--- src/hdl/cpo_pkg.sv ---
`default_nettype none

package cpo_pkg;

  localparam int MAX_VERTICES = 8;

  localparam int IDX_W     = $clog2(MAX_VERTICES);
  localparam int CNT_W     = $clog2(MAX_VERTICES + 1);
  localparam int TOT_W     = CNT_W + 1;
  localparam int ADDR_W    = IDX_W + 1;
  localparam int RAM_DEPTH = 2 ** ADDR_W;

  localparam int COORD_W  = 16;
  localparam int VERTEX_W = 2 * COORD_W;
  localparam int AXIS_W   = COORD_W + 1;
  localparam int PROD_W   = COORD_W + AXIS_W;
  localparam int PROJ_W   = PROD_W + 1;

  typedef logic signed [COORD_W-1:0] coord_t;
  typedef logic signed [AXIS_W-1:0]  axis_t;
  typedef logic signed [PROD_W-1:0]  prod_t;
  typedef logic signed [PROJ_W-1:0]  proj_t;

  typedef struct packed {
    logic clear;
    logic valid;
    logic pol_b;
  } proj_ctl_t;

  typedef struct packed {
    logic busy;
    logic sep;
  } proj_sts_t;

  typedef enum logic [2:0] {
    ST_IDLE,
    ST_EDGE0,
    ST_EDGE1,
    ST_AXIS,
    ST_PROJ,
    ST_DRAIN,
    ST_JUDGE,
    ST_FINISH
  } cpo_state_t;

endpackage

`default_nettype wire

--- src/hdl/cpo_proj.sv ---
`default_nettype none

module cpo_proj (
  input  wire logic               clk,
  input  wire logic               rst,
  input  wire cpo_pkg::proj_ctl_t ctl,
  input  wire cpo_pkg::coord_t    vx,
  input  wire cpo_pkg::coord_t    vy,
  input  wire cpo_pkg::axis_t     ax,
  input  wire cpo_pkg::axis_t     ay,
  output      cpo_pkg::proj_sts_t sts
);

  import cpo_pkg::*;

  prod_t mx;
  prod_t my;
  logic  p2_valid;
  logic  p2_pol;
  proj_t p;
  proj_t a_lo, a_hi, b_lo, b_hi;
  logic  a_any, b_any;

  // stage 2: products
  always_ff @(posedge clk) begin
    if (rst) begin
      p2_valid <= 1'b0;
    end else begin
      p2_valid <= ctl.valid;
    end
    if (ctl.valid) begin
      mx     <= prod_t'(vx) * prod_t'(ax);
      my     <= prod_t'(vy) * prod_t'(ay);
      p2_pol <= ctl.pol_b;
    end
  end

  assign p = proj_t'(mx) + proj_t'(my);

  // stage 3: interval update
  always_ff @(posedge clk) begin
    if (rst) begin
      a_any <= 1'b0;
      b_any <= 1'b0;
    end else if (ctl.clear) begin
      a_any <= 1'b0;
      b_any <= 1'b0;
    end else if (p2_valid) begin
      if (p2_pol) begin
        b_any <= 1'b1;
      end else begin
        a_any <= 1'b1;
      end
    end
    if (!ctl.clear && p2_valid) begin
      if (p2_pol) begin
        if (!b_any || p < b_lo) b_lo <= p;
        if (!b_any || p > b_hi) b_hi <= p;
      end else begin
        if (!a_any || p < a_lo) a_lo <= p;
        if (!a_any || p > a_hi) a_hi <= p;
      end
    end
  end

  assign sts.busy = p2_valid;
  assign sts.sep  = (a_hi < b_lo) || (b_hi < a_lo);

endmodule

`default_nettype wire

--- config.mk ---
export PLATFORM = sky130hd
export DESIGN_NAME = cpo_proj
export DESIGN_NICKNAME = d
export VERILOG_FILES = /design/src/hdl/cpo_pkg.sv /design/src/hdl/cpo_proj.sv
export SDC_FILE = /design/constraint.sdc
export NUM_CORES = 2
export LEC_CHECK = 0
export BUFFER_PORTS_ARGS = -buffer_cell sky130_fd_sc_hd__buf_2
export CAP_MARGIN = 0
export CORE_MARGIN = 2
export CORE_UTILIZATION = 53
export DETAILED_ROUTE_END_ITERATION = 8
export GPL_TIMING_DRIVEN = 0
export MAX_ROUTING_LAYER = met4
export PLACE_DENSITY = 0.69
export SKIP_CTS_REPAIR_TIMING = 1
export SLEW_MARGIN = 20
export SYNTH_ARGS = -nofsm -noshare
export SYNTH_HDL_FRONTEND = slang
export SYNTH_SLANG_ARGS = --single-unit
--- constraint.sdc ---
create_clock -name clk -period 8.8 [get_ports clk]
set_input_delay 1.32 -clock clk [delete_from_list [all_inputs] [get_ports clk]]
set_output_delay 1.32 -clock clk [all_outputs]
set_load 0.05 [all_outputs]
; Word-level counts from Yosys, hierarchy flattened
; Index checks and enable logic that the tools add are counted.
; Widths: inputs -> output; s select.
[totals]
word_cells = 36
ff_bits = 206
latch_bits = 0
memories = 0
out_inout_bits = 2
romBits = 0
input_bits = 71
ram_bits = 0
[op_classes]
n_eq_ne = 0
n_div = 0
n_shift = 0
add_sub_neg = 1
mul = 2
mux = 0
n_bitwise = 1
magnitude_cmp = 6
n_reduce_logical = 16
[op_table]
columns = op, count
row1 = $lt 34x34->1, 4
row2 = $gt 34x34->1, 2
row3 = $mul 16x17->33, 2
row4 = $add 33x33->34, 1
row5 = $reduce_and 3->1, 4
row6 = $logic_or 1x1->1, 5
row7 = $reduce_and 2->1, 2
row8 = $logic_not 1->1, 3
row9 = $reduce_or 2->1, 1
row10 = $logic_and 1x1->1, 1
row11 = $not 1->1, 1

; Logic depth before layout (Yosys ltp)
[logic_depth]
word_depth = 4
ltp_mapped = 26
ltp_nobuf = 25

; Worst setup path before layout
; No wires, ideal clock.
[synth_timing]
path_type = input to register
start = input vx[7]
end = register mx[31], data pin
arrival_ps = 6986
path_stages = 23
path_slack_ps = 1554
required_time_ps = 8540
n_path_buf = 2
setup_ps = 260
cell_sequence = clkbuf_1 -> clkbuf_1 -> nand2_1 -> fa_1 -> inv_1 -> fa_1 -> fa_1 -> fa_1 -> fa_1 -> inv_1 -> fa_1 -> inv_1 -> ha_1 -> a21o_1 -> a21oi_1 -> o21bai_1 -> a221o_1 -> a311o_2 -> a41o_1 -> o211ai_2 -> a31oi_2 -> mux2i_1 -> nand2_1
[synth_between]
elab_chain_len = 1
[synth_lines]
columns = element, line
row1 = "start, declared", cpo_proj.sv:7  ; input wire cpo_pkg::coord_t vx,
row2 = $mul 16x17->33, cpo_proj.sv:32  ; mx <= prod_t'(vx) * prod_t'(ax);
row3 = "end signal, assigned", cpo_proj.sv:32
row4 = "end, declared", cpo_proj.sv:16  ; prod_t mx;
; No other way between the ends.
; A chain may end at the register's enable or synchronous reset.

; Worst setup path after layout
[layout_timing]
start = input vx[9]
end = register mx[31], data pin
; The elaborated chain is that of the path after synthesis.

==> results.txt <==
----------------------------------------------------
[Outcome]
  Status ... finished clean

[Final layout]
  Growth of design area from synthesis to finish ... 7.46%
  Area of the multi-input gates ... 0.0240 mm²
  Share of final-layout standard cells stronger than drive strength 1 ... 4.77%
  Final non-filler cell total ... 4256
  Area occupied by registers ... 0.00616 mm²
  Final design area excluding fillers ... 0.0356 mm²
  Nets@finish ... 4426
  End-of-flow core utilization ... 57.7%
  Fillers ... 5446

[Floorplanning]
  IO Pins ... 73
  Number of standard-cell rows in the floorplan ... 91
  Die area ... 0.0645 mm²
  Total core area ... 0.0617 mm²
  Initial cell density of the core ... a little over half
  Height of the die ... 254 µm
  Width of the die ... 254 µm

[Logic synthesis]
  Post-synthesis sequential area ratio ... 18.6%
  Cell type with the largest total area after synthesis ... sky130_fd_sc_hd__fa_1
  Synth Net Count ... around 4300
  Distinct cell type count of the synthesized netlist ... 78
  Post-synth EDFFs ... 203
  Yosys warnings ... 0
  Synth top area share ... 33.4%
  Main area contributors after synthesis ... sky130_fd_sc_hd__fa_1 (33%), sky130_fd_sc_hd__edfxtp_1 (18%), sky130_fd_sc_hd__ha_1 (15%)
  Avg Cell Area, Syn ... 10.0 µm²
  Post-Syn Area ... 0.0331 mm²
  Number of cells produced by synthesis ... 3303
  Share of synthesized registers carrying an async set or reset ... 0%
  Post-synthesis register bit count ... 206
  Synth Flop Type ... sky130_fd_sc_hd__edfxtp_1

[GRT]
  All-layer global routing usage ... roughly a quarter
  Maximum number of pins on one net before global-route repair ... between 50 and 60
  Antenna violations before repair ... 1
  Number of global-route vias before repair ... about 25000
  Total overflow reported by the global router ... 0
  Global-route wire length before repair ... 123000 µm

[Placement]
  Number of I/O port buffers ... between 60 and 70
  Dpl hpwl ... about 63000 µm
  Routability cong. ... roughly 0.95
  Number of instances in the placed design ... 4212
  Placed instance area ... between 0.03 and 0.04 mm²

[STA]
  Final-report setup violation count ... 0
  Share of the clock period used by the worst path ... 87.5%
  Remaining max-slew budget at the tightest pin ... 20.9%
  Clock skew ... 34.5 ps
  Hold WS ... ~580 ps
  RSZ-0062 raised after global routing ... false
  Final slew viol count ... 0
  Final critical path time including I/O delays and setup ... between 7000 and 8000 ps
  Final hold violations ... 0
  Timing-limited maximum frequency ... 0.130 GHz
  Slew at the pin closest to its max-slew limit ... 1180 ps

[Worst setup path]
  FF-to-FF End ... a_hi[10]$_DFFE_PP_
  CP Depth ... 23
  Buf+Inv Stages, Crit Path ... 5
  Worst Path Required ... 9060 ps
  R2R Path Start ... mx[0]$_DFFE_PP_
  Cell with the largest stage delay on the worst path ... sky130_fd_sc_hd__fa_1
  Kind of cell with the highest combined delay on the critical path ... adder cells
  Worst Path Arrival ... 7970 ps
  CP most frequent cell ... sky130_fd_sc_hd__fa_1
  Category of the worst setup path launch point ... input port
  Critical path capture point ... mx[31]$_DFFE_PP_
  Crit path launch ... vx[9]
  Critical-path cell list ... clkbuf_1 -> clkbuf_1 -> nand2_1 -> fa_1 -> inv_1 -> fa_1 -> fa_1 -> fa_1 -> fa_1 -> inv_1 -> fa_1 -> inv_1 -> ha_1 -> and2_1 -> and3_1 -> nand3_1 -> a2111oi_0 -> a311o_2 -> a41o_1 -> o211ai_2 -> a31oi_2 -> mux2i_1 -> nand2_1
  Largest driver fanout on the critical path ... 10
  Kind of critical path ... input port to register
  Critical path endpoint category ... register
  Internal reg-to-reg setup slack ... 2720 ps
  Worst r2r path cells ... 21
  Slowest Stage Delay on Critical Path ... 590 ps

[Clock network]
  Clk pin slew, worst setup/hold paths ... around 60 ps
  Master cell of the clock root buffer ... sky130_fd_sc_hd__clkbuf_16
  Maximum count of clock buffers along a single path ... 3
  H-tree levels ... 1
  CTS tree ... built
  Clk_lat worst skew ... around 550 ps
  Number of buffers created by CTS ... 24
  Sinks on Clock Net ... 206

[Routing]
  Detail-routed via count per cell ... approximately 5.4
  ANT nets after route ... 0
  Wire length after detailed routing ... 74400 µm
  Via count of the routed design ... approximately 23000
  Number of DRC violations after detailed routing ... 0
  Drt pass-1 iters ... 5
  Average wire per standard cell ... ~17 µm
  DR iter-0 viols ... roughly 1100

[Job]
  Number of max-capacitance violations reported ... 0

[Min path]
  Path type of the worst min-delay path ... register to register

----------------------------------------------------
how the worst min path moves through the flow:
stage	depth (start not counted)	endpoint	startpoint	slack, ps
finish	2	a_any$_SDFFE_PP0P_	p2_valid$_SDFF_PP0_	580
floorplan	2	b_any$_SDFFE_PP0P_	b_any$_SDFFE_PP0P_	500
detailed placement	2	a_any$_SDFFE_PP0P_	p2_valid$_SDFF_PP0_	560
global placement	2	a_any$_SDFFE_PP0P_	p2_valid$_SDFF_PP0_	540
CTS	2	a_any$_SDFFE_PP0P_	p2_valid$_SDFF_PP0_	570
global route	2	a_any$_SDFFE_PP0P_	p2_valid$_SDFF_PP0_	610
routing by layer:
layer  track usage (%)  vias up  wire, µm
met4              9.24        0      3130
met1              31.1    11500     30000
met2              42.7      602     37200
met5                 -        -         0
li1                  -    10600         -
met3              3.29      185      4120
worst min-delay path, delay by kind of cell, from the launching register on:
kind	cells	cell delay [ps]
simple gates	1	50
compound gates	1	130
flops	1	350
state kept, by name (all words and copies together), names as in the netlist:
signal and flops:
a_hi 34, p2_pol 1, a_any 1, p2_valid 1, b_hi 34, b_lo 34
a_lo 34, mx 33, my 33, b_any 1
final cells by class:
class / count / share of cell area (%)
Multi-Input combinational cell: 2269 / 67.4
Sequential cell: 206 / 17.3
Inverter: 755 / 7.96
Tap cell: 837 / 2.94
Clock buffer: 27 / 1.72
Timing Repair Buffer: 72 / 1.32
Buffer: 73 / 0.780
Clock inverter: 16 / 0.626
Antenna cell: 1 / 0.00703
cell usage after synthesis (31+ instances only):
cell / instances
sky130_fd_sc_hd__edfxtp_1: 203
sky130_fd_sc_hd__ha_1: 401
sky130_fd_sc_hd__and2_1: 259
sky130_fd_sc_hd__clkbuf_1: 71
sky130_fd_sc_hd__nor2_1: 74
sky130_fd_sc_hd__inv_1: 755
sky130_fd_sc_hd__nand2_1: 298
sky130_fd_sc_hd__a21o_1: 100
sky130_fd_sc_hd__a21oi_1: 120
sky130_fd_sc_hd__fa_1: 553
sky130_fd_sc_hd__nand2b_1: 31
sky130_fd_sc_hd__xnor2_1: 75
sky130_fd_sc_hd__o21ai_0: 67
sky130_fd_sc_hd__nand4_1: 36
placed cells by master (no fill, tap or decap), types with 17 or more instances in the layout:
| cell | n |
|---|---|
| sky130_fd_sc_hd__a21o_1 | 100 |
| sky130_fd_sc_hd__a21oi_1 | 119 |
| sky130_fd_sc_hd__and2_1 | 259 |
| sky130_fd_sc_hd__buf_2 | 65 |
| sky130_fd_sc_hd__clkbuf_1 | 74 |
| sky130_fd_sc_hd__clkbuf_16 | 24 |
| sky130_fd_sc_hd__edfxtp_1 | 203 |
| sky130_fd_sc_hd__fa_1 | 553 |
| sky130_fd_sc_hd__ha_1 | 401 |
| sky130_fd_sc_hd__inv_1 | 755 |
| sky130_fd_sc_hd__nand2_1 | 298 |
| sky130_fd_sc_hd__nand2b_1 | 31 |
| sky130_fd_sc_hd__nand3_1 | 21 |
| sky130_fd_sc_hd__nand4_1 | 36 |
| sky130_fd_sc_hd__nor2_1 | 74 |
| sky130_fd_sc_hd__nor2b_1 | 25 |
| sky130_fd_sc_hd__nor3_1 | 17 |
| sky130_fd_sc_hd__o21ai_0 | 66 |
| sky130_fd_sc_hd__xnor2_1 | 70 |
| sky130_fd_sc_hd__xor2_1 | 22 |
cells by family after synthesis:
kind of cell	Yosys count	synth area share, %
compound gates	417	8.58
mux	3	0.0906
simple gates	795	12.2
flops	206	18.6
fa+ha+maj	954	48.6
buf+inv	828	9.39
xor+xnor	100	2.64
per-stage QoR:
step / setup TNS [ps] / setup WS (ps)
after global routing: 0 / 742
after global placement: -48530 / -721
after detailed placement: 0 / 641
after floorplan: 0 / 1550
final: 0 / 1100
after CTS: 0 / 1190
Power is left out: the tool's default activity adds up to more than one toggle a clock period on the data nets, which glitch-free logic cannot reach.
